[src/sv/keyboard_scancode_translator_defines.svh]
// Assertion macros shared by the keyboard scancode translator RTL.
// Depends on nothing; included by the modules that carry assertions.
`ifndef KEYBOARD_SCANCODE_TRANSLATOR_DEFINES_SVH
`define KEYBOARD_SCANCODE_TRANSLATOR_DEFINES_SVH

// Same-cycle implication, disabled while reset is asserted.
`define KST_ASSERT_NOW(label, clk, rst_n, ante, cons, msg) \
    label: assert property (@(posedge clk) disable iff (!rst_n) (ante) |-> (cons)) \
        else $error(msg);

// Next-cycle implication, disabled while reset is asserted.
`define KST_ASSERT_NEXT(label, clk, rst_n, ante, cons, msg) \
    label: assert property (@(posedge clk) disable iff (!rst_n) (ante) |=> (cons)) \
        else $error(msg);

`endif

[src/sv/kst_pkg.sv]
// Shared types, key codes and result codes for the keyboard scancode translator.
// Depends on nothing; imported by every module of the block.
package kst_pkg;

    localparam int KEY_COUNT = 128;
    localparam int MAP_DEPTH = 4 * KEY_COUNT;
    localparam int MAP_AW    = $clog2(MAP_DEPTH);

    // Commands
    localparam logic [1:0] CMD_KEY  = 2'd0;
    localparam logic [1:0] CMD_TICK = 2'd1;
    localparam logic [1:0] CMD_MAP  = 2'd2;

    // Configuration register indexes
    localparam logic [1:0] REG_INITIAL_DELAY = 2'd0;
    localparam logic [1:0] REG_REPEAT_PERIOD = 2'd1;
    localparam logic [1:0] REG_COOKED_MODE   = 2'd2;
    localparam logic [1:0] REG_XOFF_CHAR     = 2'd3;

    // Result kinds
    localparam logic [1:0] KIND_CHAR = 2'd0;
    localparam logic [1:0] KIND_FUNC = 2'd1;
    localparam logic [1:0] KIND_STOP = 2'd2;

    // Key codes
    localparam logic [6:0] KEY_SHIFT_L = 7'h60;
    localparam logic [6:0] KEY_SHIFT_R = 7'h61;
    localparam logic [6:0] KEY_CAPS    = 7'h62;
    localparam logic [6:0] KEY_CTRL    = 7'h63;
    localparam logic [6:0] KEY_ALT_L   = 7'h64;
    localparam logic [6:0] KEY_ALT_R   = 7'h65;
    localparam logic [6:0] KEY_F_FIRST = 7'h50;
    localparam logic [6:0] KEY_F_LAST  = 7'h59;
    localparam logic [6:0] KEY_F_BASE1 = 7'h4F;
    localparam logic [6:0] KEY_HELP    = 7'h5F;
    localparam logic [6:0] KEY_UP      = 7'h4C;
    localparam logic [6:0] KEY_DOWN    = 7'h4D;
    localparam logic [6:0] KEY_RIGHT   = 7'h4E;
    localparam logic [6:0] KEY_LEFT    = 7'h4F;

    // Characters and masks
    localparam logic [7:0] CHAR_ESC    = 8'h1B;
    localparam logic [7:0] CHAR_LBRKT  = 8'h5B;
    localparam logic [7:0] CHAR_A      = 8'h41;
    localparam logic [7:0] CHAR_B      = 8'h42;
    localparam logic [7:0] CHAR_C      = 8'h43;
    localparam logic [7:0] CHAR_D      = 8'h44;
    localparam logic [7:0] CHAR_H      = 8'h48;
    localparam logic [7:0] CHAR_J      = 8'h4A;
    localparam logic [7:0] CTRL_MASK   = 8'h1F;
    localparam logic [4:0] FUNC_SHIFT  = 5'd10;

    // Context captured with a keymap lookup
    typedef struct packed {
        logic [6:0] code;
        logic       shifted;
        logic       alted;
        logic       ctrl;
    } t_ctx;

    typedef enum logic [1:0] {
        SEQ_NONE,
        SEQ_ONE,
        SEQ_ANSI
    } t_seq_mode;

    // Result sequence of one translated key
    typedef struct packed {
        t_seq_mode  mode;
        logic [1:0] kind;
        logic [7:0] chr;
        logic       oper;
        logic [4:0] fidx;
        logic       second;
    } t_desc;

    // Letter keys follow caps lock
    function automatic logic is_letter(input logic [6:0] code);
        return (code >= 7'h10 && code <= 7'h19) || (code >= 7'h20 && code <= 7'h28) ||
               (code >= 7'h31 && code <= 7'h37);
    endfunction

endpackage

[src/sv/kst_keymap.sv]
// Keymap storage: four banks of KEY_COUNT 8-bit entries, one write, one read port.
// Depends on kst_pkg for the depth and address width.
module kst_keymap
    import kst_pkg::*;
(
    input  logic              i_clk,
    input  logic              i_wr_en,
    input  logic [MAP_AW-1:0] i_wr_addr,
    input  logic [7:0]        i_wr_data,
    input  logic              i_rd_en,
    input  logic [MAP_AW-1:0] i_rd_addr,
    output logic [7:0]        o_rd_data
);

    logic [7:0] r_mem [MAP_DEPTH];
    logic [7:0] r_rd_data;

    // Write port
    always_ff @(posedge i_clk) begin
        if (i_wr_en) begin
            r_mem[i_wr_addr] <= i_wr_data;
        end
    end

    // Registered read, held between lookups
    always_ff @(posedge i_clk) begin
        if (i_rd_en) begin
            r_rd_data <= r_mem[i_rd_addr];
        end
    end

    assign o_rd_data = r_rd_data;

endmodule

[config.mk]
export PLATFORM = sky130hd
export DESIGN_NAME = kst_keymap
export DESIGN_NICKNAME = d
export VERILOG_FILES = /design/src/sv/keyboard_scancode_translator_defines.svh /design/src/sv/kst_pkg.sv /design/src/sv/kst_keymap.sv
export SDC_FILE = /design/constraint.sdc
export NUM_CORES = 2
export LEC_CHECK = 0
export BUFFER_PORTS_ARGS = -buffer_cell sky130_fd_sc_hd__buf_2
export CORE_MARGIN = 1
export CORE_UTILIZATION = 55
export DETAILED_ROUTE_END_ITERATION = 8
export MAX_ROUTING_LAYER = met4
export PLACE_DENSITY_LB_ADDON = 0.12
export SYNTH_ARGS = -nofsm -noshare
export SYNTH_HDL_FRONTEND = slang
export SYNTH_SLANG_ARGS = --single-unit
[constraint.sdc]
create_clock -name i_clk -period 2.1 [get_ports i_clk]
set_input_delay 0.105 -clock i_clk [delete_from_list [all_inputs] [get_ports i_clk]]
set_output_delay 0.105 -clock i_clk [all_outputs]
set_load 0.05 [all_outputs]
[After elaboration in Yosys (flattened, before gate mapping)]
Memories as Yosys holds them, arrays and structs flattened. A register that Yosys moved wholly into a read port is not among the register bits.
Cells that the tools add are included.
Word-level totals
  word-level logic and storage cells: 3
  input port bits: 29
  memories: 1
  register bits after elaboration: 0
  output and inout bits: 8
  RAM bits: 4096
Memories
  r_mem: depth 512, width 8, rd ports 1, clocked after memory_dff 1, wr ports 1, line kst_keymap.sv:15  | logic [7:0] r_mem [MAP_DEPTH];
Operators by class
  mux-type cells: 2
Operators with widths (count)
  2-to-1 mux 1 bit: 2

[Logic depth before layout (Yosys ltp)]
  word-level depth: 2
  gate-level depth with buffers: 12
  depth with buffers taken out: 7

[Worst setup path before layout]
No wires, ideal clock.
  path kind: input -> register
  from: input i_rd_addr[0]
  to: register r_rd_data[0] (netlist: o_rd_data[0]) (read register of r_mem), data pin
  path slack: -116 ps
  library setup time: 257 ps
  data arrival time: 1959 ps
  buffers on the path: 4
  stages: 10
  data required time: 1843 ps
  cell sequence: buf_4 -> buf_12 -> buf_12 -> buf_2 -> mux4_2 -> o21ai_0 -> nand3_1 -> nand4_1 -> o21ai_0 -> o2111a_1
RTL lines
  start, declared: line kst_keymap.sv:11  | input logic [MAP_AW-1:0] i_rd_addr,
  end, declared: line kst_keymap.sv:16  | logic [7:0] r_rd_data;

==> impl_results.html <==
<table>
<tr><th>Metric</th><th>Value</th></tr>
<tr><th colspan="2">Global routing</th></tr>
<tr><td>Aggregate global routing overflow</td><td>0</td></tr>
<tr><td>First-pass GRT wire length</td><td>622000 microns</td></tr>
<tr><td>Number of antenna violations at the first check in global routing</td><td>31</td></tr>
<tr><td>Vias in the first global route</td><td>86290</td></tr>
<tr><td>Pin count of the biggest net entering global routing</td><td>125</td></tr>
<tr><td>Total GRT Usage</td><td>0.3058</td></tr>
<tr><th colspan="2">Cells and area</th></tr>
<tr><td>Most common cell after layout, fill and taps aside</td><td>sky130_fd_sc_hd__edfxtp_1</td></tr>
<tr><td>Share of cells above drive strength 1</td><td>0.2993</td></tr>
<tr><td>Most frequent cells in the layout</td><td>sky130_fd_sc_hd__edfxtp_1, sky130_fd_sc_hd__buf_4, sky130_fd_sc_hd__mux2i_1, sky130_fd_sc_hd__mux4_2, sky130_fd_sc_hd__nor2_1</td></tr>
<tr><td>Summed area of non-filler cells in the final layout</td><td>191000 sq um</td></tr>
<tr><td>Core Util, Final</td><td>0.6617</td></tr>
<tr><td>Fin cells</td><td>13760</td></tr>
<tr><td>Area overhead of the layout relative to synthesis</td><td>19.37%</td></tr>
<tr><td>Nets</td><td>9559</td></tr>
<tr><th colspan="2">Flow run</th></tr>
<tr><td>Number of max-cap violations</td><td>0</td></tr>
<tr><th colspan="2">Timing</th></tr>
<tr><td>Setup Viol. Count Final</td><td>8</td></tr>
<tr><td>Worst max-slew margin expressed relative to the limit</td><td>0.2307</td></tr>
<tr><td>Pin slew with the least headroom to its limit</td><td>1.145 ns</td></tr>
<tr><td>Number of pins exceeding their max-slew limit in the final report</td><td>0</td></tr>
<tr><td>Unrepaired setup endpoints after global routing</td><td>yes</td></tr>
<tr><td>Min setup slack post-route</td><td>-0.4448 ns</td></tr>
<tr><td>Hold violation total from the final report</td><td>0</td></tr>
<tr><td>Min Tclk post-route</td><td>2.545 ns</td></tr>
<tr><td>Fmax achieved</td><td>393.0 MHz</td></tr>
<tr><td>Final Cycle Share</td><td>1.212</td></tr>
<tr><td>Clock skew after layout</td><td>0.04688 ns</td></tr>
<tr><td>Final-layout setup total negative slack</td><td>-2.926 ns</td></tr>
<tr><th colspan="2">Die</th></tr>
<tr><td>Area of the die</td><td>293100 sq um</td></tr>
<tr><td>Area of the core</td><td>288600 sq um</td></tr>
<tr><td>Initial standard-cell utilization of the core</td><td>0.5544</td></tr>
<tr><td>Site row count</td><td>197</td></tr>
<tr><td>Die X</td><td>541.4 microns</td></tr>
<tr><td>I/O pin count</td><td>37</td></tr>
<tr><td>Height of the chip</td><td>541.4 microns</td></tr>
<tr><th colspan="2">Detailed routing</th></tr>
<tr><td>Iteration-0 DRC Markers</td><td>11450</td></tr>
<tr><td>Total via count after detailed routing</td><td>87560</td></tr>
<tr><td>Final ANT Viol Nets</td><td>0</td></tr>
<tr><td>Via/cell ratio</td><td>6.364</td></tr>
<tr><td>Total Wirelength</td><td>435600 microns</td></tr>
<tr><td>WL/cell</td><td>31.66 microns</td></tr>
<tr><td>Drt drc</td><td>0</td></tr>
<tr><td>Count of TritonRoute iterations in the first routing pass</td><td>5</td></tr>
<tr><th colspan="2">Logic synthesis</th></tr>
<tr><td>Mapped Avg Cell Area</td><td>19.93 sq um</td></tr>
<tr><td>Netlist cell types</td><td>50</td></tr>
<tr><td>Synth top area cells</td><td>sky130_fd_sc_hd__edfxtp_1, sky130_fd_sc_hd__mux4_2, sky130_fd_sc_hd__mux2i_1, sky130_fd_sc_hd__o221ai_1, sky130_fd_sc_hd__nor2_1</td></tr>
<tr><td>Post-synthesis async set-or-reset flop share</td><td>0</td></tr>
<tr><td>Synth top area share</td><td>0.7702</td></tr>
<tr><td>Number of standard cells after synthesis</td><td>8030</td></tr>
<tr><td>Yosys top cell by area</td><td>sky130_fd_sc_hd__edfxtp_1</td></tr>
<tr><td>Number of enable-type register cells in the synthesized netlist</td><td>4104</td></tr>
<tr><td>Ys Warns</td><td>0</td></tr>
<tr><td>Main flop type after synthesis</td><td>sky130_fd_sc_hd__edfxtp_1</td></tr>
<tr><td>Synth Net Count</td><td>8059</td></tr>
<tr><td>Synth Register Bits</td><td>4104</td></tr>
<tr><td>Combined area of all synthesized cells</td><td>160000 sq um</td></tr>
<tr><td>Proportion of synthesized chip area in sequential cells</td><td>0.7702</td></tr>
<tr><th colspan="2">CTS</th></tr>
<tr><td># clock sinks</td><td>4104</td></tr>
<tr><td>Number of buffers inserted during clock tree synthesis</td><td>410</td></tr>
<tr><td>Clock latency of the later-clocked register in the worst-skew pair</td><td>0.95 ns</td></tr>
<tr><td>Number of H-tree branching levels</td><td>5</td></tr>
<tr><td>Root Driver</td><td>sky130_fd_sc_hd__clkbuf_16</td></tr>
<tr><td>Clock tree from TritonCTS</td><td>done</td></tr>
<tr><td>Longest Clk Path Bufs</td><td>4</td></tr>
<tr><td>Clock edge transition at the registers on the reported setup and hold paths</td><td>0.06 ns</td></tr>
<tr><th colspan="2">Worst setup path</th></tr>
<tr><td>Type of destination of the critical path</td><td>flip-flop</td></tr>
<tr><td>Arrival time at the worst endpoint</td><td>3.36 ns</td></tr>
<tr><td>Critical path, cell by cell</td><td>mux2i_1 -&gt; o221ai_1 -&gt; o22ai_1 -&gt; o21ai_0 -&gt; nand4_1 -&gt; buf_4 -&gt; nand2_1 -&gt; o2111a_1</td></tr>
<tr><td>Max FO, Critical Path</td><td>2</td></tr>
<tr><td>Category of the critical setup timing path</td><td>reg -&gt; reg</td></tr>
<tr><td>Required @ worst endpoint</td><td>2.92 ns</td></tr>
<tr><td>CP max stage cell</td><td>sky130_fd_sc_hd__o21ai_0</td></tr>
<tr><td>Kind of start point of the critical path</td><td>flip-flop</td></tr>
<tr><td>Count of buffering cells on the critical path with inverters included</td><td>1</td></tr>
<tr><td>Dominant delay contributor by cell family on the critical path</td><td>compound AO/OA/AOI/OAI gates</td></tr>
<tr><td>Slowest cell delay on critical path</td><td>0.52 ns</td></tr>
<tr><th colspan="2">Placement</th></tr>
<tr><td>Number of buffers added on ports</td><td>36</td></tr>
<tr><td>Global placer's final weighted congestion</td><td>0.9433</td></tr>
<tr><td>Final HPWL from detailed placement</td><td>285900 microns</td></tr>
<tr><td>Post-Place Cells</td><td>12990</td></tr>
<tr><td>Placed cell area</td><td>176900 sq um</td></tr>
<tr><th colspan="2">Power</th></tr>
<tr><td>Power per standard cell area</td><td>901.8 nW/um^2</td></tr>
<tr><td>Static leakage power</td><td>63.97 nW</td></tr>
<tr><td>Worst IR drop on VDD</td><td>934.6 uV</td></tr>
<tr><th colspan="2">Hold path</th></tr>
<tr><td>Worst min path class</td><td>in -&gt; reg</td></tr>
<tr><th colspan="2">Run status</th></tr>
<tr><td>Failing checks</td><td>setup timing</td></tr>
<tr><td>Outcome</td><td>complete, but fails checks</td></tr>
</table>
[worst register-to-register path: stages, from the launching register on]
cell	delay [ns]
sky130_fd_sc_hd__edfxtp_1	0.32
sky130_fd_sc_hd__mux2i_1	0.07
sky130_fd_sc_hd__o221ai_1	0.40
sky130_fd_sc_hd__o22ai_1	0.16
sky130_fd_sc_hd__o21ai_0	0.52
sky130_fd_sc_hd__nand4_1	0.35
sky130_fd_sc_hd__buf_4	0.26
sky130_fd_sc_hd__nand2_1	0.13
sky130_fd_sc_hd__o2111a_1	0.22
[layer usage]
layer,global-route usage,wire (microns)
met3,0.05146,41140
met2,0.4663,207100
met1,0.4346,175300
met4,0.07755,12130
met5,-,0
[timing repair]
item,in CTS,in global routing
endpoints found under the hold margin,3187,0
endpoints found under the setup margin,10,8
cloned,0,0
resized for setup,81,67
pin swaps,26,27
hold buffers,15,0
buffers inserted,3,2
[power breakdown]
| group | switching (mW) | internal [mW] |
|---|---|---|
| sequential | 0.0959 | 90.2 |
| combinational | 6.10 | 3.76 |
| clock | 30.7 | 41.3 |
[final cells by class]
class,instances,area [sq um]
antenna,14,35.03
clock buffer,487,10630
clock inverter,260,2554
fill,18950,97640
inverter,3,18.77
multi-input combinational,3410,34740
sequential,4104,123200
tap,3880,4855
timing repair buffer,1601,14920
[through the flow]
stage               hold WS, ns  setup slack (ns)  total power, mW
finish                  0.06421           -0.4448            172.2
global route            0.03498           -0.4689            176.4
CTS                    0.002037           -0.4937            172.9
detailed placement       0.5214            -1.510            101.7
global placement         0.5176            -1.534            101.5
floorplan                0.2039          0.007614            96.39
[path summary, 6_finish.rpt]
kind	start	endpoint	slack (ns)	cells past startpoint
worst min-delay path	i_wr_addr[1]	r_mem[283][0]	0.06	5
worst max-delay path	r_mem[218][3]	o_rd_data[3]	-0.44	8
worst min register to register	r_mem[155][3]	o_rd_data[3]	1.29	5
worst max register to register	r_mem[218][3]	o_rd_data[3]	-0.44	8
[state kept, by name, summed over array words and instances (netlist names)]
name	count
r_mem	4096
o_rd_data	8
[synthesized netlist by cell type (4+ instances only)]
master                        n
sky130_fd_sc_hd__o2111a_1     8
sky130_fd_sc_hd__or3_1        6
sky130_fd_sc_hd__edfxtp_1  4104
sky130_fd_sc_hd__o21ai_0    118
sky130_fd_sc_hd__nor3_1     109
sky130_fd_sc_hd__mux4_2     654
sky130_fd_sc_hd__or2_2        4
sky130_fd_sc_hd__o22ai_1    163
sky130_fd_sc_hd__o41ai_1      7
sky130_fd_sc_hd__o221ai_1   371
sky130_fd_sc_hd__a22o_1       5
sky130_fd_sc_hd__buf_4       70
sky130_fd_sc_hd__clkbuf_1   265
sky130_fd_sc_hd__nand2_1    111
sky130_fd_sc_hd__o31ai_1     13
sky130_fd_sc_hd__and2_1      20
sky130_fd_sc_hd__nand4_1     32
sky130_fd_sc_hd__buf_1       41
sky130_fd_sc_hd__mux2i_1    797
sky130_fd_sc_hd__and3b_1      4
sky130_fd_sc_hd__nand3_1     36
sky130_fd_sc_hd__a211oi_1    17
sky130_fd_sc_hd__o311ai_0     5
sky130_fd_sc_hd__nor2b_1      6
sky130_fd_sc_hd__nor3b_1      8
sky130_fd_sc_hd__and3_1       4
sky130_fd_sc_hd__buf_12       5
sky130_fd_sc_hd__nor2_1     597
sky130_fd_sc_hd__nor4_1      36
sky130_fd_sc_hd__buf_8       11
sky130_fd_sc_hd__buf_6       64
sky130_fd_sc_hd__nand2b_1     4
sky130_fd_sc_hd__buf_2       57
sky130_fd_sc_hd__a21oi_1    194
sky130_fd_sc_hd__a22oi_1     61
[cells by family (layout without fill, tap and decap cells)]
kind of cell	after synthesis	count (layout)	share of synthesized area
mux	1451	1451	0.1419
other cells	0	14	0
flops	4104	4104	0.7702
compound gates	979	979	0.04311
simple gates	980	980	0.02630
buf+inv	516	2351	0.01848
Note: power is estimated with default switching activity, not from simulation.
