<file path="src/sv/keyboard_scancode_translator_defines.svh">
// Assertion macros shared by the keyboard scancode translator RTL.
// Depends on nothing; included by the modules that carry assertions.
`ifndef KEYBOARD_SCANCODE_TRANSLATOR_DEFINES_SVH
`define KEYBOARD_SCANCODE_TRANSLATOR_DEFINES_SVH

// Same-cycle implication, disabled while reset is asserted.
`define KST_ASSERT_NOW(label, clk, rst_n, ante, cons, msg) \
    label: assert property (@(posedge clk) disable iff (!rst_n) (ante) |-> (cons)) \
        else $error(msg);

// Next-cycle implication, disabled while reset is asserted.
`define KST_ASSERT_NEXT(label, clk, rst_n, ante, cons, msg) \
    label: assert property (@(posedge clk) disable iff (!rst_n) (ante) |=> (cons)) \
        else $error(msg);

`endif

</file>
<file path="src/sv/kst_pkg.sv">
// Shared types, key codes and result codes for the keyboard scancode translator.
// Depends on nothing; imported by every module of the block.
package kst_pkg;

    localparam int KEY_COUNT = 128;
    localparam int MAP_DEPTH = 4 * KEY_COUNT;
    localparam int MAP_AW    = $clog2(MAP_DEPTH);

    // Commands
    localparam logic [1:0] CMD_KEY  = 2'd0;
    localparam logic [1:0] CMD_TICK = 2'd1;
    localparam logic [1:0] CMD_MAP  = 2'd2;

    // Configuration register indexes
    localparam logic [1:0] REG_INITIAL_DELAY = 2'd0;
    localparam logic [1:0] REG_REPEAT_PERIOD = 2'd1;
    localparam logic [1:0] REG_COOKED_MODE   = 2'd2;
    localparam logic [1:0] REG_XOFF_CHAR     = 2'd3;

    // Result kinds
    localparam logic [1:0] KIND_CHAR = 2'd0;
    localparam logic [1:0] KIND_FUNC = 2'd1;
    localparam logic [1:0] KIND_STOP = 2'd2;

    // Key codes
    localparam logic [6:0] KEY_SHIFT_L = 7'h60;
    localparam logic [6:0] KEY_SHIFT_R = 7'h61;
    localparam logic [6:0] KEY_CAPS    = 7'h62;
    localparam logic [6:0] KEY_CTRL    = 7'h63;
    localparam logic [6:0] KEY_ALT_L   = 7'h64;
    localparam logic [6:0] KEY_ALT_R   = 7'h65;
    localparam logic [6:0] KEY_F_FIRST = 7'h50;
    localparam logic [6:0] KEY_F_LAST  = 7'h59;
    localparam logic [6:0] KEY_F_BASE1 = 7'h4F;
    localparam logic [6:0] KEY_HELP    = 7'h5F;
    localparam logic [6:0] KEY_UP      = 7'h4C;
    localparam logic [6:0] KEY_DOWN    = 7'h4D;
    localparam logic [6:0] KEY_RIGHT   = 7'h4E;
    localparam logic [6:0] KEY_LEFT    = 7'h4F;

    // Characters and masks
    localparam logic [7:0] CHAR_ESC    = 8'h1B;
    localparam logic [7:0] CHAR_LBRKT  = 8'h5B;
    localparam logic [7:0] CHAR_A      = 8'h41;
    localparam logic [7:0] CHAR_B      = 8'h42;
    localparam logic [7:0] CHAR_C      = 8'h43;
    localparam logic [7:0] CHAR_D      = 8'h44;
    localparam logic [7:0] CHAR_H      = 8'h48;
    localparam logic [7:0] CHAR_J      = 8'h4A;
    localparam logic [7:0] CTRL_MASK   = 8'h1F;
    localparam logic [4:0] FUNC_SHIFT  = 5'd10;

    // Context captured with a keymap lookup
    typedef struct packed {
        logic [6:0] code;
        logic       shifted;
        logic       alted;
        logic       ctrl;
    } t_ctx;

    typedef enum logic [1:0] {
        SEQ_NONE,
        SEQ_ONE,
        SEQ_ANSI
    } t_seq_mode;

    // Result sequence of one translated key
    typedef struct packed {
        t_seq_mode  mode;
        logic [1:0] kind;
        logic [7:0] chr;
        logic       oper;
        logic [4:0] fidx;
        logic       second;
    } t_desc;

    // Letter keys follow caps lock
    function automatic logic is_letter(input logic [6:0] code);
        return (code >= 7'h10 && code <= 7'h19) || (code >= 7'h20 && code <= 7'h28) ||
               (code >= 7'h31 && code <= 7'h37);
    endfunction

endpackage

</file>
<file path="src/sv/kst_serializer.sv">
// Result builder and serializer: turns a keymap lookup into up to six output words.
// Depends on kst_pkg and the assertion macros in keyboard_scancode_translator_defines.svh.
`include "keyboard_scancode_translator_defines.svh"

module kst_serializer
    import kst_pkg::*;
(
    input  logic       i_clk,
    input  logic       i_rst_n,
    input  logic       i_a_valid,
    input  t_ctx       i_a_ctx,
    input  logic [7:0] i_map_q,
    input  logic       i_cooked_mode,
    input  logic [7:0] i_xoff_char,
    input  logic       i_ready,
    output logic       o_a_take,
    output logic       o_valid,
    output logic [1:0] o_kind,
    output logic [7:0] o_char_code,
    output logic       o_to_operator,
    output logic [4:0] o_func_index,
    output logic       o_last
);

    logic       r_busy;
    t_desc      r_desc;
    logic [1:0] r_pos;
    logic       r_half;
    logic       r_o_valid;
    logic [1:0] r_o_kind;
    logic [7:0] r_o_char;
    logic       r_o_oper;
    logic [4:0] r_o_fidx;
    logic       r_o_last;

    t_desc      desc;
    logic [7:0] masked;
    logic [1:0] e_kind;
    logic [7:0] e_char;
    logic       e_oper;
    logic [4:0] e_fidx;
    logic       e_final;
    logic       out_free, emit, ser_free;

    // Build the result sequence from the lookup
    always_comb begin
        desc   = '{mode: SEQ_NONE, kind: KIND_CHAR, chr: 8'd0, oper: 1'b0,
                   fidx: 5'd0, second: 1'b0};
        masked = i_a_ctx.ctrl ? (i_map_q & CTRL_MASK) : i_map_q;
        if (i_map_q != 8'd0) begin
            desc.mode = SEQ_ONE;
            if (i_cooked_mode && (masked == i_xoff_char)) begin
                desc.kind = KIND_STOP;
            end else begin
                desc.chr = masked;
            end
        end else if (i_a_ctx.code inside {[KEY_F_FIRST:KEY_F_LAST]}) begin
            desc.mode = SEQ_ONE;
            if (i_a_ctx.ctrl && i_a_ctx.alted) begin
                desc.chr  = {1'b0, i_a_ctx.code - KEY_F_BASE1};
                desc.oper = 1'b1;
            end else begin
                desc.kind = KIND_FUNC;
                desc.fidx = 5'(i_a_ctx.code - KEY_F_FIRST)
                          + (i_a_ctx.shifted ? FUNC_SHIFT : 5'd0);
            end
        end else begin
            case (i_a_ctx.code)
                KEY_HELP: begin
                    desc.mode   = SEQ_ANSI;
                    desc.chr    = CHAR_H;
                    desc.second = i_a_ctx.shifted;
                end
                KEY_UP: begin
                    desc.mode = SEQ_ANSI;
                    desc.chr  = CHAR_A;
                end
                KEY_LEFT: begin
                    desc.mode = SEQ_ANSI;
                    desc.chr  = CHAR_D;
                end
                KEY_RIGHT: begin
                    desc.mode = SEQ_ANSI;
                    desc.chr  = CHAR_C;
                end
                KEY_DOWN: begin
                    desc.mode = SEQ_ANSI;
                    desc.chr  = CHAR_B;
                end
                default: desc.mode = SEQ_NONE;
            endcase
        end
    end

    // Current word of the held sequence
    always_comb begin
        e_kind  = KIND_CHAR;
        e_char  = 8'd0;
        e_oper  = 1'b0;
        e_fidx  = 5'd0;
        e_final = 1'b1;
        case (r_desc.mode)
            SEQ_ONE: begin
                e_kind = r_desc.kind;
                e_char = r_desc.chr;
                e_oper = r_desc.oper;
                e_fidx = r_desc.fidx;
            end
            SEQ_ANSI: begin
                case (r_pos)
                    2'd0:    e_char = CHAR_ESC;
                    2'd1:    e_char = CHAR_LBRKT;
                    default: e_char = r_half ? CHAR_J : r_desc.chr;
                endcase
                e_final = (r_pos == 2'd2) && (!r_desc.second || r_half);
            end
            default: e_final = 1'b1;
        endcase
    end

    // Handshake between the stages
    assign out_free = !r_o_valid || i_ready;
    assign emit     = r_busy && out_free;
    assign ser_free = !r_busy || (emit && e_final);
    assign o_a_take = i_a_valid && ((desc.mode == SEQ_NONE) || ser_free);

    // Sequence holder
    always_ff @(posedge i_clk) begin
        if (!i_rst_n) begin
            r_busy <= 1'b0;
            r_pos  <= 2'd0;
            r_half <= 1'b0;
        end else if (o_a_take && (desc.mode != SEQ_NONE)) begin
            r_busy <= 1'b1;
            r_pos  <= 2'd0;
            r_half <= 1'b0;
        end else if (emit) begin
            if (e_final) begin
                r_busy <= 1'b0;
                r_pos  <= 2'd0;
                r_half <= 1'b0;
            end else if (r_pos == 2'd2) begin
                r_pos  <= 2'd0;
                r_half <= 1'b1;
            end else begin
                r_pos  <= r_pos + 2'd1;
            end
        end
    end

    always_ff @(posedge i_clk) begin
        if (o_a_take && (desc.mode != SEQ_NONE)) begin
            r_desc <= desc;
        end
    end

    // Output word register
    always_ff @(posedge i_clk) begin
        if (!i_rst_n) begin
            r_o_valid <= 1'b0;
        end else if (emit) begin
            r_o_valid <= 1'b1;
        end else if (i_ready) begin
            r_o_valid <= 1'b0;
        end
    end

    always_ff @(posedge i_clk) begin
        if (emit) begin
            r_o_kind <= e_kind;
            r_o_char <= e_char;
            r_o_oper <= e_oper;
            r_o_fidx <= e_fidx;
            r_o_last <= e_final;
        end
    end

    assign o_valid       = r_o_valid;
    assign o_kind        = r_o_kind;
    assign o_char_code   = r_o_char;
    assign o_to_operator = r_o_oper;
    assign o_func_index  = r_o_fidx;
    assign o_last        = r_o_last;

    // A held sequence always has words to give
    `KST_ASSERT_NOW(a_busy_mode, i_clk, i_rst_n, r_busy, r_desc.mode != SEQ_NONE,
        "serializer busy with an empty sequence")
    // Position advances only inside an escape sequence
    `KST_ASSERT_NOW(a_pos_ansi, i_clk, i_rst_n, r_pos != 2'd0,
        r_busy && (r_desc.mode == SEQ_ANSI) && (r_pos != 2'd3),
        "sequence position outside an escape sequence")
    // Second escape triple only when one was requested
    `KST_ASSERT_NOW(a_half_second, i_clk, i_rst_n, r_half, r_busy && r_desc.second,
        "second escape triple without a request")
    // A final word frees the serializer unless a new lookup is loaded
    `KST_ASSERT_NEXT(a_final_frees, i_clk, i_rst_n,
        emit && e_final && !o_a_take, !r_busy,
        "serializer still busy after its final word")

endmodule

</file>
<file path="config.mk">
export PLATFORM = sky130hd
export DESIGN_NAME = kst_serializer
export DESIGN_NICKNAME = d
export VERILOG_FILES = /design/src/sv/kst_pkg.sv /design/src/sv/kst_serializer.sv
export VERILOG_INCLUDE_DIRS = /design/src /design/src/sv
export SDC_FILE = /design/constraint.sdc
export NUM_CORES = 1
export LEC_CHECK = 0
export ABC_AREA = 1
export ABC_CLOCK_PERIOD_IN_PS = 2600
export BUFFER_PORTS_ARGS = -buffer_cell sky130_fd_sc_hd__buf_2
export CAP_MARGIN = 20
export CORE_UTILIZATION = 50
export DETAILED_ROUTE_END_ITERATION = 6
export PLACE_DENSITY = 0.85
export SETUP_SLACK_MARGIN = 0.05
export SYNTH_ARGS = -nofsm -noshare
export SYNTH_HDL_FRONTEND = slang
export SYNTH_SLANG_ARGS = --single-unit
</file>
<file path="constraint.sdc">
create_clock -name i_clk -period 2.6 [get_ports i_clk]
set_input_delay 0.65 -clock i_clk [delete_from_list [all_inputs] [get_ports i_clk]]
set_output_delay 0.65 -clock i_clk [all_outputs]
set_load 0.02 [all_outputs]
</file>
Word-level counts from Yosys, hierarchy flattened. Cells that the tools add are included.

Register bits: 41. Logic and storage cells: 89. Input bits: 31. Output and inout bits: 19.

Reduce and logical (&&, ||, !) cells: 30. Add/sub/neg operators: 4. Mux-type cells: 25. Bitwise operators: 3. Equality and inequality tests: 10. $lt $le $gt $ge: 2.

Operator list (count): 8-bit 2-to-1 mux (5); 7-bit equality test, second input constant (5); 7-bit case mux with 5 select lines (1); 8-bit case mux with 2 select lines (2); 12-bit 2-to-1 mux (1); 2-bit 2-to-1 mux (6); 2-bit nonzero test (5); 1-bit 2-to-1 mux (9); 8-bit equality test (1); 1-bit logical AND (8); 8-bit nonzero test (1); 7-bit greater-or-equal comparator, second input constant (1); 7-bit <= comparator, second input constant (1); 7-bit subtractor, second input constant (1); 3-bit OR reduction (2); 5-bit by 4-bit adder with 5-bit output (1); 5-bit OR reduction (1); 5-bit subtractor, second input constant (1); 2-bit by 1-bit equality test with 1-bit output, second input constant (2); 2-bit equality test, second input constant (2); 2-bit logical NOT (2); 1-bit logical OR (4); 4-bit 2-to-1 mux (1); 2-bit AND reduction (2); 4 further kinds (9).

Logic depth before layout (Yosys ltp).
Depth in word-level cells: 11. Depth in mapped cells: 11. Mapped depth without buffers: 11.

Worst setup path before layout. OpenSTA, ideal clock, no wires.

Path type: input to output. Start point: in i_a_ctx[3] (netlist name). End point: out o_a_take. Arrival time: 1891 ps. Buffers on the path: 0. Setup slack: 59 ps. Stages: 7. Path through: inv_1 > ha_1 > nor2_1 > nand2_1 > a21oi_1 > nand2_2 > a21boi_0.

Word-level cells in the longest chain between the ends: 8.

Ends and longest elaborated chain: from (decl) (line kst_serializer.sv:11) `input t_ctx i_a_ctx,`; parallel branches: the longest is 3 deep, another holds 7-bit greater-or-equal comparator; 2-bit 2-to-1 mux * (line kst_serializer.sv:57) `end else if (i_a_ctx.code inside {[KEY_F_FIRST:KEY_F_LAST]}) begin`; 12-bit 2-to-1 mux * (line kst_serializer.sv:50) `if (i_map_q != 8'd0) begin`; 2-bit logical NOT * (line kst_serializer.sv:125) `assign o_a_take = i_a_valid && ((desc.mode == SEQ_NONE) || ser_free);`; 1-bit logical OR * (line kst_serializer.sv:125); 1-bit logical AND * (line kst_serializer.sv:125); to (decl) (line kst_serializer.sv:16) `output logic o_a_take,`.

Mark *: on every way between the ends.

Worst setup path after layout.
Start point: in i_a_ctx[4] (netlist name). End point: out o_a_take.

Same word-level chain as after synthesis.

==> summary.md <==
| Metric | Value |
|---|---|
| Status | complete, no violations |
| Post-route clock period utilization | 95.2% |
| Xor/xnor share of the synthesized area | 1.95% |
| Avg Inst Size Synth | 8.62 sq um |
| Net switching power | 345 uW |
| Commonest non-fill, non-tap cells in the layout | 54 x nand2_1, 52 x inv_1, 48 x buf_2 |
| Hold Path Origin | o_valid |
| Synth Register Bits | 41 |
| Number of global-route vias before repair | 1620 |
| Post-synthesis mux area share | 0% |
| Slew at the pin with the worst max-slew slack | 0.720 ns |
| Clock power frac | 31.2% |
| WL final | 4140 microns |
| First drt pass iteration count | 5 |
| Fillers | 342 |
| Fin area | 2700 sq um |
| Hold depth | 2 |
| Worst EP arrival | 1.82 ns |
| Synth-to-Final Area Change | 20.4% |
| Overall Global Routing Usage | 19.2% |
| P_int | 1070 uW |
| Die width | 69.0 microns |
| Slew headroom | 51.9% |
| Static Leak | 0.00133 uW |
| Gpl congestion | 0.877 |
| Root Buffer | clkbuf_8 |
| Sink Count | 41 |
| Die area | 4760 sq um |
| Cell Pwr Density | 525 nW/um^2 |
| Switching share of power | 24.3% |
| Post-DP HPWL | 3230 microns |
| CP Launch Type | primary input |
| Largest net degree at the start of global routing | 22 |
| Num rows | 23 |
| Worst slack at placement | 0.0429 ns |
| Synth Area in Adders | 5.02% |
| Clock-pin transition on the worst setup and hold timing paths | 0.07 ns |
| Layout cells sized above 1 | 25.7% |
| Library cells used by synthesis | 26 |
| TritonCTS clock tree | built |
| MaxCap Viol Count | 0 |
| # diodes | 0 |
| Setup Fix Bufs, Post-CTS | 0 |
| Cells after synthesis | 260 |
| Placed Area | 2570 sq um |
| GRT Residual Overflow | 0 |
| WP data required | 1.95 ns |
| Synth Area in Compound Gates | 4.97% |
| Synth Area in Simple Gates | 26.2% |
| Die height | 69.0 microns |
| Yosys warns | 0 |
| Final #Nets | 358 |
| RSZ-0062 raised after global routing | no |
| Fmax | 404 MHz |
| Setup TNS Final | 0 ns |
| Via count | 1827 |
| CTS Buf Count | 5 |
| Comb pwr share | 14.6% |
| Skew final | 0.00281 ns |
| Worst reg2reg startpoint | r_desc[18] |
| Mapped Area | 2240 sq um |
| Critical path class | in -> out |
| Post-cts hold buffer count | 0 |
| PortBufs | 49 |
| VDD IR max | 0.218 mV |
| Clock Tree Buf Depth | 2 |
| R2r setup slk | 0.58 ns |
| Core ar. | 4140 sq um |
| DR vias/cell | 4.95 |
| Post-synthesis net count | 300 |
| Final WS setup | 0.126 ns |
| First-pass GRT wire length | 6600 microns |
| Worst skew pair latency | 0.29 ns |
| # DRC | 0 |
| R2r worst-path depth | 8 |
| Launch point of the worst path | i_a_ctx[4] |
| H-tree depth | 2 |
| Register area share after synthesis | 52.7% |
| Max Slew Vio Count | 0 |
| Commonest non-fill, non-tap cell in the layout | nand2_1 |
| Register share of total power | 54.2% |
| Routed WL per cell | 11.2 microns |
| Final min period | 2.47 ns |
| Initial antenna violation count | 0 |
| CP endpoint kind | primary output |
| Largest family of logic cells by synthesized area | simple AND/OR/NAND/NOR gates |
| Final hold vios | 0 |
| Setup violations, final | 0 |
| Crit Path Max Fanout | 5 |
| Post-route ant nets | 0 |
| I/O pins | 50 |
| Starting Density | 54.1% |
| DR iter-0 viols | 195 |
| Worst hold path class | reg -> reg |
-- path summary, 6_finish.rpt --
check         endpoint
max           o_a_take
min            o_valid
max reg2reg  r_desc[2]
min reg2reg    o_valid
-- worst max-delay path: stages --
cell and delay [ns]:
buf_2 0.12, inv_1 0.06, ha_2 0.18, inv_1 0.07, nand2_2 0.06, nor2_4 0.09
nor2_4 0.06, nor2_4 0.15, nand2_2 0.10, a21boi_1 0.13, buf_4 0.15
-- logic make-up (layout without fill, tap and decap cells) --
kind of cell             count (synthesis)  in the layout
AO/OA/AOI/OAI                           20             20
flip-flops                              41             41
adder cells (fa/ha/maj)                  9              9
AND/OR/NAND/NOR                        130            130
buffers and inverters                   55            114
XOR/XNOR                                 5              5
-- cells in the mapped netlist (all sizes together) --
cell | number | share of area (%)
nand2 | 59 | 10
inv | 54 | 9.0
nor2 | 44 | 8.8
edfxtp | 36 | 48
nand3 | 20 | 4.9
a21oi | 12 | 2.7
ha | 9 | 5.0
dfxtp | 5 | 4.5
o21ai | 3 | 0.67
xnor2 | 3 | 1.2
a31oi | 2 | 0.56
nand3b | 2 | 0.67
nand4 | 2 | 0.56
xor2 | 2 | 0.78
a21boi | 1 | 0.33
a31o | 1 | 0.39
and2 | 1 | 0.28
clkbuf | 1 | 0.17
nor3 | 1 | 0.22
o211ai | 1 | 0.33
or2 | 1 | 0.28
-- power groups by stage --
stage / clock (uW) / sequential [uW] / combinational (uW)
finish: 443 / 769 / 207
global route: 476 / 772 / 234
CTS: 452 / 768 / 202
detailed placement: 0 / 783 / 201
global placement: 0 / 781 / 194
floorplan: 0 / 805 / 103
-- timing repair --
item / CTS / global route
gates resized for setup: 1 / 8
pin swaps: 0 / 6
setup endpoints to repair: 1 / 1
-- registers in the layout, indices dropped and copies added (netlist names) --
signal         cells
o_char_code        8
r_desc            19
r_busy             1
o_valid            1
o_last             1
o_kind             2
o_func_index       5
r_half             1
o_to_operator      1
r_pos              2
-- stage by stage --
step	utilization (%)	instances	total power [uW]	hold WS (ns)
floorplan	-	260	908	0.479
global placement	62.0	361	975	0.473
detailed placement	62.0	361	984	0.475
CTS	64.5	369	1420	0.486
global route	65.2	369	1480	0.519
finish	65.2	369	1420	0.480
-- cell type report --
class	count	area [sq um]	share of cell area (%)
clock inverter	1	5.00	0.185
sequential	41	1180	43.7
multi-input combinational	164	882	32.7
clock buffer	7	96.3	3.57
tap	50	62.6	2.32
timing repair buffer	52	270	10.0
inverter	54	203	7.51
-- per-layer routing --
| metal | vias to the layer above | GRT usage (%) | part of all wire (%) |
|---|---|---|---|
| li1 | 938 | - | - |
| met5 | - | 0 | 0 |
| met1 | 803 | 21.1 | 41 |
| met4 | 0 | 8.93 | 2.6 |
| met3 | 11 | 4.61 | 6.2 |
| met2 | 75 | 34.3 | 50 |
No activity file was read; power rests on OpenSTA's default activity.
