<file path="src/sv/keyboard_scancode_translator_defines.svh">
// Assertion macros shared by the keyboard scancode translator RTL.
// Depends on nothing; included by the modules that carry assertions.
`ifndef KEYBOARD_SCANCODE_TRANSLATOR_DEFINES_SVH
`define KEYBOARD_SCANCODE_TRANSLATOR_DEFINES_SVH

// Same-cycle implication, disabled while reset is asserted.
`define KST_ASSERT_NOW(label, clk, rst_n, ante, cons, msg) \
    label: assert property (@(posedge clk) disable iff (!rst_n) (ante) |-> (cons)) \
        else $error(msg);

// Next-cycle implication, disabled while reset is asserted.
`define KST_ASSERT_NEXT(label, clk, rst_n, ante, cons, msg) \
    label: assert property (@(posedge clk) disable iff (!rst_n) (ante) |=> (cons)) \
        else $error(msg);

`endif

</file>
<file path="src/sv/kst_pkg.sv">
// Shared types, key codes and result codes for the keyboard scancode translator.
// Depends on nothing; imported by every module of the block.
package kst_pkg;

    localparam int KEY_COUNT = 128;
    localparam int MAP_DEPTH = 4 * KEY_COUNT;
    localparam int MAP_AW    = $clog2(MAP_DEPTH);

    // Commands
    localparam logic [1:0] CMD_KEY  = 2'd0;
    localparam logic [1:0] CMD_TICK = 2'd1;
    localparam logic [1:0] CMD_MAP  = 2'd2;

    // Configuration register indexes
    localparam logic [1:0] REG_INITIAL_DELAY = 2'd0;
    localparam logic [1:0] REG_REPEAT_PERIOD = 2'd1;
    localparam logic [1:0] REG_COOKED_MODE   = 2'd2;
    localparam logic [1:0] REG_XOFF_CHAR     = 2'd3;

    // Result kinds
    localparam logic [1:0] KIND_CHAR = 2'd0;
    localparam logic [1:0] KIND_FUNC = 2'd1;
    localparam logic [1:0] KIND_STOP = 2'd2;

    // Key codes
    localparam logic [6:0] KEY_SHIFT_L = 7'h60;
    localparam logic [6:0] KEY_SHIFT_R = 7'h61;
    localparam logic [6:0] KEY_CAPS    = 7'h62;
    localparam logic [6:0] KEY_CTRL    = 7'h63;
    localparam logic [6:0] KEY_ALT_L   = 7'h64;
    localparam logic [6:0] KEY_ALT_R   = 7'h65;
    localparam logic [6:0] KEY_F_FIRST = 7'h50;
    localparam logic [6:0] KEY_F_LAST  = 7'h59;
    localparam logic [6:0] KEY_F_BASE1 = 7'h4F;
    localparam logic [6:0] KEY_HELP    = 7'h5F;
    localparam logic [6:0] KEY_UP      = 7'h4C;
    localparam logic [6:0] KEY_DOWN    = 7'h4D;
    localparam logic [6:0] KEY_RIGHT   = 7'h4E;
    localparam logic [6:0] KEY_LEFT    = 7'h4F;

    // Characters and masks
    localparam logic [7:0] CHAR_ESC    = 8'h1B;
    localparam logic [7:0] CHAR_LBRKT  = 8'h5B;
    localparam logic [7:0] CHAR_A      = 8'h41;
    localparam logic [7:0] CHAR_B      = 8'h42;
    localparam logic [7:0] CHAR_C      = 8'h43;
    localparam logic [7:0] CHAR_D      = 8'h44;
    localparam logic [7:0] CHAR_H      = 8'h48;
    localparam logic [7:0] CHAR_J      = 8'h4A;
    localparam logic [7:0] CTRL_MASK   = 8'h1F;
    localparam logic [4:0] FUNC_SHIFT  = 5'd10;

    // Context captured with a keymap lookup
    typedef struct packed {
        logic [6:0] code;
        logic       shifted;
        logic       alted;
        logic       ctrl;
    } t_ctx;

    typedef enum logic [1:0] {
        SEQ_NONE,
        SEQ_ONE,
        SEQ_ANSI
    } t_seq_mode;

    // Result sequence of one translated key
    typedef struct packed {
        t_seq_mode  mode;
        logic [1:0] kind;
        logic [7:0] chr;
        logic       oper;
        logic [4:0] fidx;
        logic       second;
    } t_desc;

    // Letter keys follow caps lock
    function automatic logic is_letter(input logic [6:0] code);
        return (code >= 7'h10 && code <= 7'h19) || (code >= 7'h20 && code <= 7'h28) ||
               (code >= 7'h31 && code <= 7'h37);
    endfunction

endpackage

</file>
<file path="src/sv/kst_front.sv">
// Input stage: modifier tracking, typematic counter, keymap access and lookup register.
// Depends on kst_pkg for commands, key codes and the lookup context type.
module kst_front
    import kst_pkg::*;
(
    input  logic              i_clk,
    input  logic              i_rst_n,
    input  logic              i_accept,
    input  logic [1:0]        i_cmd,
    input  logic [7:0]        i_key_byte,
    input  logic [MAP_AW-1:0] i_map_addr,
    input  logic [7:0]        i_map_data,
    input  logic [7:0]        i_initial_delay,
    input  logic [7:0]        i_repeat_period,
    input  logic              i_a_take,
    output logic              o_in_ready,
    output logic              o_wr_en,
    output logic [MAP_AW-1:0] o_wr_addr,
    output logic [7:0]        o_wr_data,
    output logic              o_rd_en,
    output logic [MAP_AW-1:0] o_rd_addr,
    output logic              o_a_valid,
    output t_ctx              o_a_ctx
);

    logic       r_shift_l, r_shift_r, r_alt_l, r_alt_r, r_ctrl, r_caps;
    logic [6:0] r_rep_code;
    logic [7:0] r_rep_count;
    logic       r_a_valid;
    t_ctx       r_a_ctx;

    logic       make;
    logic [6:0] code;
    logic       is_mod;
    logic       shifted, alted;
    logic       key_cmd, tick_cmd;
    logic       key_xlate, tick_fire, xlate;
    logic [6:0] xcode;

    // Decode the raw byte
    always_comb begin
        make      = i_key_byte[0];
        code      = ~i_key_byte[7:1];
        is_mod    = code inside {[KEY_SHIFT_L:KEY_ALT_R]};
        shifted   = r_shift_l | r_shift_r;
        alted     = r_alt_l | r_alt_r;
        key_cmd   = i_accept && (i_cmd == CMD_KEY);
        tick_cmd  = i_accept && (i_cmd == CMD_TICK);
        key_xlate = key_cmd && !is_mod && make;
        tick_fire = tick_cmd && (r_rep_count == 8'd1);
        xlate     = key_xlate || tick_fire;
        xcode     = key_xlate ? code : r_rep_code;
    end

    // Keymap ports; bank bits come from the modifiers held now
    assign o_wr_en   = i_accept && (i_cmd == CMD_MAP);
    assign o_wr_addr = i_map_addr;
    assign o_wr_data = i_map_data;
    assign o_rd_en   = xlate;
    assign o_rd_addr = {alted, shifted | (r_caps & is_letter(xcode)), xcode};

    // Modifier bits and typematic state
    always_ff @(posedge i_clk) begin
        if (!i_rst_n) begin
            r_shift_l   <= 1'b0;
            r_shift_r   <= 1'b0;
            r_alt_l     <= 1'b0;
            r_alt_r     <= 1'b0;
            r_ctrl      <= 1'b0;
            r_caps      <= 1'b0;
            r_rep_code  <= '0;
            r_rep_count <= '0;
        end else if (key_cmd) begin
            case (code)
                KEY_SHIFT_L: r_shift_l <= make;
                KEY_SHIFT_R: r_shift_r <= make;
                KEY_CAPS:    r_caps    <= make;
                KEY_CTRL:    r_ctrl    <= make;
                KEY_ALT_L:   r_alt_l   <= make;
                KEY_ALT_R:   r_alt_r   <= make;
                default: begin
                    if (!make) begin
                        r_rep_count <= '0;
                    end else begin
                        r_rep_code  <= code;
                        r_rep_count <= i_initial_delay;
                    end
                end
            endcase
        end else if (tick_cmd && (r_rep_count != 8'd0)) begin
            r_rep_count <= tick_fire ? i_repeat_period : r_rep_count - 8'd1;
        end
    end

    // Lookup register, paired with the keymap read data
    always_ff @(posedge i_clk) begin
        if (!i_rst_n) begin
            r_a_valid <= 1'b0;
        end else if (xlate) begin
            r_a_valid <= 1'b1;
        end else if (i_a_take) begin
            r_a_valid <= 1'b0;
        end
    end

    always_ff @(posedge i_clk) begin
        if (xlate) begin
            r_a_ctx.code    <= xcode;
            r_a_ctx.shifted <= shifted;
            r_a_ctx.alted   <= alted;
            r_a_ctx.ctrl    <= r_ctrl;
        end
    end

    assign o_in_ready = !r_a_valid || i_a_take;
    assign o_a_valid  = r_a_valid;
    assign o_a_ctx    = r_a_ctx;

endmodule

</file>
<file path="config.mk">
export PLATFORM = sky130hd
export DESIGN_NAME = kst_front
export DESIGN_NICKNAME = d
export VERILOG_FILES = /design/src/sv/keyboard_scancode_translator_defines.svh /design/src/sv/kst_pkg.sv /design/src/sv/kst_front.sv
export SDC_FILE = /design/constraint.sdc
export NUM_CORES = 1
export LEC_CHECK = 0
export BUFFER_PORTS_ARGS = -buffer_cell sky130_fd_sc_hd__buf_2
export CAP_MARGIN = 30
export CORE_MARGIN = 4
export CORE_UTILIZATION = 45
export DETAILED_ROUTE_END_ITERATION = 10
export PLACE_DENSITY = 0.79
export RECOVER_POWER = 100
export SLEW_MARGIN = 0
export SYNTH_ARGS = -nofsm -noshare
export SYNTH_HDL_FRONTEND = slang
export SYNTH_SLANG_ARGS = --single-unit
</file>
<file path="constraint.sdc">
create_clock -name i_clk -period 2.7 [get_ports i_clk]
set_clock_uncertainty 0.05 [all_clocks]
set_input_delay 0.54 -clock i_clk [delete_from_list [all_inputs] [get_ports i_clk]]
set_output_delay 0.54 -clock i_clk [all_outputs]
set_load 0.02 [all_outputs]
</file>
After elaboration in Yosys (flattened, before gate mapping)
Cells that the tools add are included.

storage, ports and cells
  memories = 0
  bits in read-only memories = 0
  RAM bits = 0
  register bits = 32
  latch bits = 0

cells by class
  shifts and indexed selects = 0
  reduce and logical (&&, ||, !) cells = 30
  add/sub/neg operators = 1
  bitwise gates (word level) = 6
  $mul = 0
  muxes and demuxes = 8
  div/mod/pow operators = 0
  order comparisons = 8
  equality and inequality tests = 10

operators by type and width
  kind                                                 count
  equality test 7 bit, second input constant           6
  2-to-1 mux 8 bit                                     5
  >= comparator 7 x 6 -> 1 bit, second input constant  2
  <= comparator 7 x 6 -> 1 bit, second input constant  2
  AND reduction 2 bit                                  7
  logical AND 1 bit                                    11
  equality test 8 x 1 -> 1 bit, second input constant  1
  nonzero test 8 bit                                   1
  subtractor 8 x 1 -> 8 bit, second input constant     1
  >= comparator 7 x 5 -> 1 bit, second input constant  1
  >= comparator 7 bit, second input constant           1
  <= comparator 7 x 5 -> 1 bit, second input constant  1
  <= comparator 7 bit, second input constant           1
  2-to-1 mux 7 bit                                     1
  inverter 7 bit                                       1
  OR reduction 6 bit                                   1
  logical OR 1 bit                                     4
  nonzero test 2 bit                                   2
  OR 1 bit                                             3
  AND reduction 3 bit                                  1
  equality test 2 x 1 -> 1 bit, second input constant  1
  equality test 2 bit, second input constant           1
  zero test 1 bit                                      2
  zero test 2 bit                                      1
  other kinds (4)                                      5

Depth between registers and ports, before layout
Gate-level depths: netlist of run 1.

  word-level depth = 13
  gate-level depth with buffers = 10

Worst setup path before layout of run 1
Ideal clock, no wire load.

  path kind = input to output
  from = input port i_key_byte[3]
  to = output port o_rd_addr[7]
  path slack = -0.158 ns
  path buffers = 0
  stages = 6
  data arrival time = 2.268 ns
  cell sequence = or2_2 -> a21oi_1 -> mux2i_1 -> and2_1 -> o21ai_0 -> a41o_1

on the way
  word-level cells in the longest chain between the ends = 13
  elaborated cells between the ends (all ways) = 21
  classes of those cells = order compare: 8; mux: 1; bitwise: 3; reduce/logical: 9

RTL lines
  item                                                               line             text
  start: declaration                                                 kst_front.sv:10  input logic [7:0] i_key_byte,
  inverter 7 bit *                                                   kst_front.sv:43  code = ~i_key_byte[7:1];
  >= comparator 7 bit / <= comparator 7 bit (equally long branches)  kst_front.sv:44  is_mod = code inside {[KEY_SHIFT_L:KEY_ALT_R]};
  logical AND 1 bit *                                                kst_front.sv:44
  zero test 1 bit *                                                  kst_front.sv:49  key_xlate = key_cmd && !is_mod && make;
  logical AND 1 bit * (2 in a row)                                   kst_front.sv:49
  2-to-1 mux 7 bit *                                                 kst_front.sv:52  xcode = key_xlate ? code : r_rep_code;
  via o_rd_addr[0]                                                   kst_front.sv:21  output logic [MAP_AW-1:0] o_rd_addr,
  >= comparator 7 x 5 -> 1 bit (tied with other cells)               kst_pkg.sv:79    return (code >= 7'h10 && code <= 7'h19) || (code >= 7'h20 && code <= 7'h28) ||
  logical AND 1 bit                                                  kst_pkg.sv:79
  logical OR 1 bit                                                   kst_pkg.sv:79
  logical OR 1 bit *                                                 kst_pkg.sv:79
  AND 1 bit *                                                        kst_front.sv:60  assign o_rd_addr = {alted, shifted | (r_caps & is_letter(xcode)), xcode};
  OR 1 bit *                                                         kst_front.sv:60
  end: declaration                                                   kst_front.sv:21

The timed path passes the listed nets; every way through them passes the cells marked *.

Final worst setup path of run 1
  from = input port i_key_byte[7]
  to = output port o_rd_addr[7]

on the way
  word-level cells in the longest chain between the ends = 13
  elaborated cells between the ends (all ways) = 21
  classes of those cells = order compare: 8; mux: 1; bitwise: 3; reduce/logical: 9

RTL lines
  item                                                               line
  inverter 7 bit *                                                   kst_front.sv:43
  >= comparator 7 bit / <= comparator 7 bit (equally long branches)  kst_front.sv:44
  logical AND 1 bit                                                  kst_front.sv:44
  zero test 1 bit                                                    kst_front.sv:49
  logical AND 1 bit (2 in a row)                                     kst_front.sv:49
  2-to-1 mux 7 bit *                                                 kst_front.sv:52
  >= comparator 7 x 5 -> 1 bit (tied with other cells)               kst_pkg.sv:79
  logical AND 1 bit                                                  kst_pkg.sv:79
  logical OR 1 bit                                                   kst_pkg.sv:79
  logical OR 1 bit *                                                 kst_pkg.sv:79
  AND 1 bit *                                                        kst_front.sv:60
  OR 1 bit *                                                         kst_front.sv:60

Every way passes the cells marked *; elsewhere a longest branch is shown, timed or not.

==> out/metrics.yaml, run 1 <==
logic_synthesis:
  synth_area_um2: 1730
  synth_top_flop_cell: "dfxtp_1"
  synthCells: 192
  yosysWarnings: 0
  synth-edff-count: 10
  syn_avg_cell_area_um2: 9.01
  async_reset_ff_share_pct: 0
  synth_cell_types: 42
  synth.net_count: 241
  synth-seq-cells: 32
  ys_seq_area_share_pct: 42.8
sta:
  finalCritPeriodShare_pct: 99.0
  fin_tns_setup_ns: 0
  max_slew_margin_pct: 70.2
  worst_pin_slew_ns: 0.447
  max_freq_mhz: 374
  layout_setup_ws_ns: 0.0266
  hold_viol: 0
  setup_viol: 0
  slew_viol_final: 0
  holdWs_ns: 0.388
  min_period_ns: 2.67
worst_setup_path:
  cp_data_arrival_time_ns: 2.08
  slowest_stage: "and4bb_4"
  critPathMaxStageDelay_ns: 0.39
  end_kind: "output port"
  cp.required_ns: 2.11
  startpoint: "i_key_byte[7]"
  path_cells: "buf_2 -> and4bb_4 -> a21o_1 -> a32oi_1 -> nor3b_1 -> o21ai_1 -> a41o_1 -> buf_4"
  critPathLaunchType: "input pin"
  worst-setup-path-type: "in2out"
  cp_max_fo: 6
  worstReg2RegStart: "r_rep_count[4]"
place:
  hpwl_um: 3090
  dpl_cell_area_um2: 2020
  gp_congestion: 0.908
  port-buffer-count: 52
  dpl_worst_slack_ns: -0.0386
drt:
  drc: 0
  drt_iter0_drc: 138
  ant_nets: 0
  via_per_inst: 5.35
  drt-pass1-iter-count: 5
  vias: 1590
  drt-wirelength-per-cell_um: 14.2
  wl_um: 4220
floorplan:
  rows: 22
  fp.dieW_um: 70.0
  die_h_um: 70.0
  core_area_um2: 3690
  dieArea_um2: 4900
  io_pins: 87
  start_util_pct: 46.9
grt:
  grt_pass1_vias: 1554
  grt.total_usage_pct: 16.9
  grt_pass1_wl_um: 6750
  overflow: 0
  grt_max_degree: 17
  antenna_found_initial: 0
layout:
  stdcell_area_um2: 2180
  area_delta_synth_final_pct: 26.0
  drive_gt1_share_pct: 33.3
  n_fill_cell: 344
  nets: 297
  fin_util_pct: 59.1
  antenna_cells: 0
clock_tree:
  clk_pin_slew_ns: 0.06
  cts_hold_buf: 0
  clock-sinks: 32
  h-tree-depth: 2
  clockBufferDepth: 2
  cts-root-buf: "clkbuf_8"
  cts_buffers: 5
  cts_tree: "built"
  clk_latency_ns: 0.27
run_status:
  outcome: "finished clean"
power:
  leakage_uw: 0.000955
  power_density_nw_per_um2: 516
  ir_drop_mv: 0.259
min_path:
  worstHoldStart: "r_ctrl"
  min_path_type: "reg2reg"
job:
  drv_cap: 0
final timing paths:
path / end / slack [ns] / depth (start not counted)
setup / recovery: o_rd_addr[7] / 0.03 / 8
hold / removal: o_a_ctx[0] / 0.39 / 0
setup reg to reg: r_rep_count[1] / 0.52 / 7
hold reg to reg: o_a_ctx[0] / 0.39 / 0
flip-flops by register name (all words and copies together) (netlist names):
signal,count
r_ctrl,1
r_shift_l,1
o_a_valid,1
r_rep_code,7
r_alt_r,1
r_alt_l,1
r_caps,1
r_rep_count,8
o_a_ctx,10
r_shift_r,1
routing by layer:
layer / global-route usage, % / vias to the layer above / wire (um)
met5: 0 / - / 0
met3: 5.76 / 2 / 349
met2: 30.4 / 60 / 2160
met1: 18.9 / 743 / 1690
met4: 4.47 / 0 / 19
li1: - / 785 / -
through the flow:
stage / total power [uW] / instances
6_report: 1120 / 297
5_1_grt: 1180 / 297
4_1_cts: 1130 / 294
3_5_place_dp: 754 / 285
3_3_place_gp: 749 / 285
2_1_floorplan: 712 / 192
cell type report:
type | instances | area [um^2] | share of cell area [%]
repair buffers | 74 | 413 | 19.0
well taps | 48 | 60.1 | 2.76
flip-flops and latches | 32 | 741 | 34.0
clock inverters | 2 | 10.0 | 0.460
inverters | 7 | 26.3 | 1.21
multi-input cells | 128 | 846 | 38.8
clock buffers | 6 | 82.6 | 3.79
report_power, final:
| group | internal (uW) | switching (uW) | leakage (uW) | total, uW |
|---|---|---|---|---|
| Sequential | 513 | 19.5 | 0.000280 | 532 |
| Combinational | 108 | 117 | 0.000624 | 225 |
| Clock | 203 | 164 | 0.0000510 | 367 |
logic make-up after synthesis:
logic type,share of synthesized area [%]
buffers and inverters,11.4
multiplexers,4.05
adder cells (fa/ha/maj),1.45
flip-flops,42.8
AO/OA/AOI/OAI,17.7
XOR/XNOR,2.03
AND/OR/NAND/NOR,20.6
worst max-delay path: cells and delay by family:
kind            cells  cell delay, ns
compound gates      4            0.64
buf+inv             2            0.27
simple gates        2            0.63
placed cells by master, fill, tap and decap left out, drive strengths merged, types with 2 or more instances in the layout:
cell type / count
nor2b: 2
and2: 8
nand2: 12
nor2: 21
nor3: 4
dfxtp: 22
a31oi: 7
nor3b: 3
o21ai: 12
ha: 2
clkinv: 2
a211oi: 6
buf: 62
a21o: 2
nand3: 2
or2: 3
o22ai: 3
a21oi: 12
mux2i: 7
xnor2: 3
clkbuf: 18
or4: 3
edfxtp: 10
inv: 7
synthesized netlist by cell type, drive strengths merged (4+ instances only):
master | count | area share [%]
buf | 20 | 8.8
a21oi | 12 | 3.5
mux2i | 7 | 4.1
nand2 | 12 | 2.6
dfxtp | 22 | 25
nor3 | 4 | 1.2
inv | 7 | 1.5
a31oi | 7 | 2.5
edfxtp | 10 | 17
a211oi | 6 | 3.2
and2 | 8 | 2.9
o21ai | 12 | 3.5
nor2 | 21 | 4.6
clkbuf | 5 | 1.1
what timing repair did:
item / in CTS / in global routing
pin swaps: 1 / 4
setup endpoints to repair: 1 / 1
setup buffers: 1 / 3
resized for setup: 4 / 6
No activity file was read; power rests on OpenSTA's default activity.
==> run 2: changes to the inputs <==
ABC_AREA = 1   (was not set)
CORE_UTILIZATION = 46   (was 45)
PLACE_DENSITY = 0.8   (was 0.79)
==> run 2 against run 1 <==
Against the previous run:
- die area is 1.6% higher
- routed wire length rose by 1.0%
- sequential power shrank 0.9%
- combinational power decreased by 5%
- final cell count is 11% higher
- hold slack improved by 0.0030 ns
- flip-flop and latch count unchanged
- maximum frequency grew 5.0%
- first-iteration DRC count down 36%
- non-clock buffer count shrank 17
- via count grew 6.9%
- clock power shrank 4%
- critical path type unchanged
- largest cell class unchanged
==> out/metrics.yaml, run 2 <==
run_status:
  outcome: "finished clean"
clock_tree:
  cts_buffers: 5  # unchanged
  clk_pin_slew_ns: 0.07  # about the same
  clock-sinks: 32  # unchanged
  cts-root-buf: "clkbuf_8"
  h-tree-depth: 2  # unchanged
  clk_latency_ns: 0.29  # +0.02 ns
  cts_tree: "built"
  cts_hold_buf: 0  # unchanged
  clockBufferDepth: 2  # unchanged
drt:
  drt-pass1-iter-count: 5  # unchanged
  ant_nets: 0  # unchanged
  vias: 1699  # +6.9%
  drt_iter0_drc: 89  # -36%
  via_per_inst: 5.13  # -4.1%
  drc: 0  # unchanged
  drt-wirelength-per-cell_um: 12.9  # -9.3%
  wl_um: 4260  # +1.0%
layout:
  multi_input_area_um2: 800  # -5.5%
  layout_common_cells: "nand2_1, inv_1, buf_2"
  antenna_cells: 0  # unchanged
  seqCellArea_um2: 741  # unchanged
  final_cells: 331  # +11%
  nets: 331  # +11%
  largest_reg_flops: 10  # unchanged
  drive_gt1_share_pct: 21.6  # -12 points
  layout_commonest_cell: "nand2_1"
  fin_util_pct: 56.1  # -3.0 points
  area_delta_synth_final_pct: 15.8
  n_fill_cell: 377  # +9.6%
worst_setup_path:
  critPathMaxStageDelay_ns: 0.26  # -0.13 ns
  ff2ff_setup_slack_ns: 0.69  # +0.17 ns
  cp_data_arrival_time_ns: 1.96  # -0.12 ns
  critPathBufInv: 2  # unchanged
  worst-setup-path-type: "in2out"
  cp.required_ns: 2.11  # about the same
  cp_top_family: "simple AND/OR/NAND/NOR gates"
  cp_max_fo: 8  # +2
  crit_top_cell: "nor2_1"
  path_cells: "buf_2 -> nor3_4 -> nand2_2 -> nor2_4 -> nor2_1 -> nor2_1 -> nor2_1 -> nand2_1 -> nor2_1 -> nand2_1 -> nand2_1 -> buf_4"
  critPathLaunchType: "input pin"
  slowest_stage: "nor3_4"
  end_kind: "output port"
logic_synthesis:
  synth_cell_types: 30  # -29%
  synth.net_count: 290  # +20%
  ys_seq_area_share_pct: 41.1  # -1.7 points
  synth_compound_gate_area_share_pct: 15.7  # -2.0 points
  yosysWarnings: 0  # unchanged
  synth_top_cell_area_share_pct: 24.5  # -1.0 points
  synth-seq-cells: 32  # unchanged
  synth-edff-count: 10  # unchanged
  synth_common_cells: "nand2_1, inv_1, dfxtp_1, nor2_1, buf_4"
  syn_avg_cell_area_um2: 7.47  # -17%
  synthCells: 241  # +26%
  synth_area_leaders: "dfxtp_1, edfxtp_1, nand2_1, buf_4, inv_1"
  muxShareOfSynthArea_pct: 0  # -4.1 points
  synth_top_family_by_area: "simple AND/OR/NAND/NOR gates"
  yosys.area_share.simple_pct: 24.2  # +3.6 points
  synth_top_flop_cell: "dfxtp_1"
  synth-adder-area-share_pct: 1.39  # -0.057 points
  synth_xor_xnor_area_share_pct: 1.46  # -0.57 points
  synth_top_area_cell: "dfxtp_1"
  synth_area_um2: 1800  # +4.1%
  yosysMostFrequentCell: "nand2_1"
  async_reset_ff_share_pct: 0  # unchanged
power:
  power_density_nw_per_um2: 525  # +1.8%
  ir_drop_mv: 0.327  # +26%
  power.total_uw: 1090  # -2.6%
  leakage_uw: 0.000987  # +3.3%
place:
  hpwl_um: 3220  # +4.3%
  dpl.cell_count: 323  # +13%
  dpl_worst_slack_ns: 0.106  # +0.145 ns
  port-buffer-count: 52  # unchanged
  gp_congestion: 0.861  # -5.1%
grt:
  grt.total_usage_pct: 17.3  # +0.40 points
  grtUsageMet3_pct: 5.54  # -0.22 points
  grt_max_degree: 15  # -2
  overflow: 0  # unchanged
  busiest_layer: "met2"
  grt_pass1_vias: 1586  # +2.1%
  antenna_found_initial: 0  # unchanged
  met1_usage_pct: 20.8  # +1.9 points
  grt_pass1_wl_um: 6930  # +2.8%
  grt_util_met2_pct: 29.0  # -1.4 points
sta:
  layout_setup_ws_ns: 0.154  # +0.127 ns
  finalCritPeriodShare_pct: 94.3  # -4.7 points
  slew_viol_final: 0  # unchanged
  hold_viol: 0  # unchanged
  fin_tns_setup_ns: 0  # unchanged
  setup_viol: 0  # unchanged
  worst_pin_slew_ns: 0.504  # +0.0568 ns
  max_slew_margin_pct: 66.4  # -3.8 points
  max_freq_mhz: 393  # +5.0%
  min_period_ns: 2.55  # -0.127 ns
floorplan:
  start_util_pct: 48.5  # +1.6 points
  die_h_um: 70.6  # +0.81%
  rows: 22  # unchanged
  io_pins: 87  # unchanged
  core_area_um2: 3720  # +0.75%
  fp.dieW_um: 70.6  # +0.81%
  dieArea_um2: 4980  # +1.6%
job:
  drv_cap: 0  # unchanged
min_path:
  min_path_type: "reg2reg"
==> run 2: cell count changes in the layout (fill, tap and decap cells not counted), sizes merged, moves of 4 or more <==
| cell | change |
|---|---|
| a211oi | -6 |
| and2 | -8 |
| buf | -28 |
| clkbuf | +10 |
| inv | +28 |
| mux2i | -7 |
| nand2 | +35 |
| nand3 | +7 |
| nand4 | +4 |
| nor2 | +6 |
| o211ai | +5 |
| o21ai | +9 |
==> run 2: per-stage QoR <==
stage               hold WS (ns)  instance area (um^2)
floorplan                  0.353                  1800
global placement           0.365                  2000
detailed placement         0.377                  2000
CTS                        0.393                  2090
global route               0.412                  2080
finish                     0.391                  2080
==> run 2: cells by family after synthesis <==
logic type,after synthesis
AO/OA/AOI/OAI,50
AND/OR/NAND/NOR,95
flip-flops,32
XOR/XNOR,3
buffers and inverters,59
adder cells (fa/ha/maj),2
==> run 2: worst min-delay path, stage by stage, from the launching register on <==
cell and delay, ns:
dfxtp_1 0.31, inv_1 0.05, a21oi_1 0.05
==> run 2: final timing paths <==
kind	from	to	depth (start not counted)
max	i_cmd[0]	o_rd_addr[7]	12
min	r_alt_l	r_alt_l	2
max reg2reg	r_rep_count[5]	o_a_ctx[0]	8
min reg2reg	r_alt_l	r_alt_l	2
==> run 2: metal layers <==
layer	vias to the layer above	share of wire (%)
li1	854	-
met1	762	41
met2	74	48
met3	9	9.4
met4	0	1.6
met5	-	0
==> run 2: report_power, final <==
group | total (uW) | internal [uW] | switching, uW | leakage [uW]
Sequential | 527 | 514 | 12.5 | 0.000279
Clock | 354 | 175 | 179 | 0.0000453
Combinational | 214 | 79.6 | 135 | 0.000663
Total | 1090 | 768 | 326 | 0.000987
==> run 2: what timing repair did <==
action / in CTS / in global routing
buffers inserted: 0 / 0
setup endpoints to repair: 0 / 1
gates resized for setup: 0 / 12
==> run 2: layout make-up <==
class,instances,share of cell area [%]
multi-input combinational,150,38.4
sequential,32,35.5
inverter,36,6.48
tap,48,2.88
timing repair buffer,57,12.8
clock buffer,5,3.30
clock inverter,3,0.660
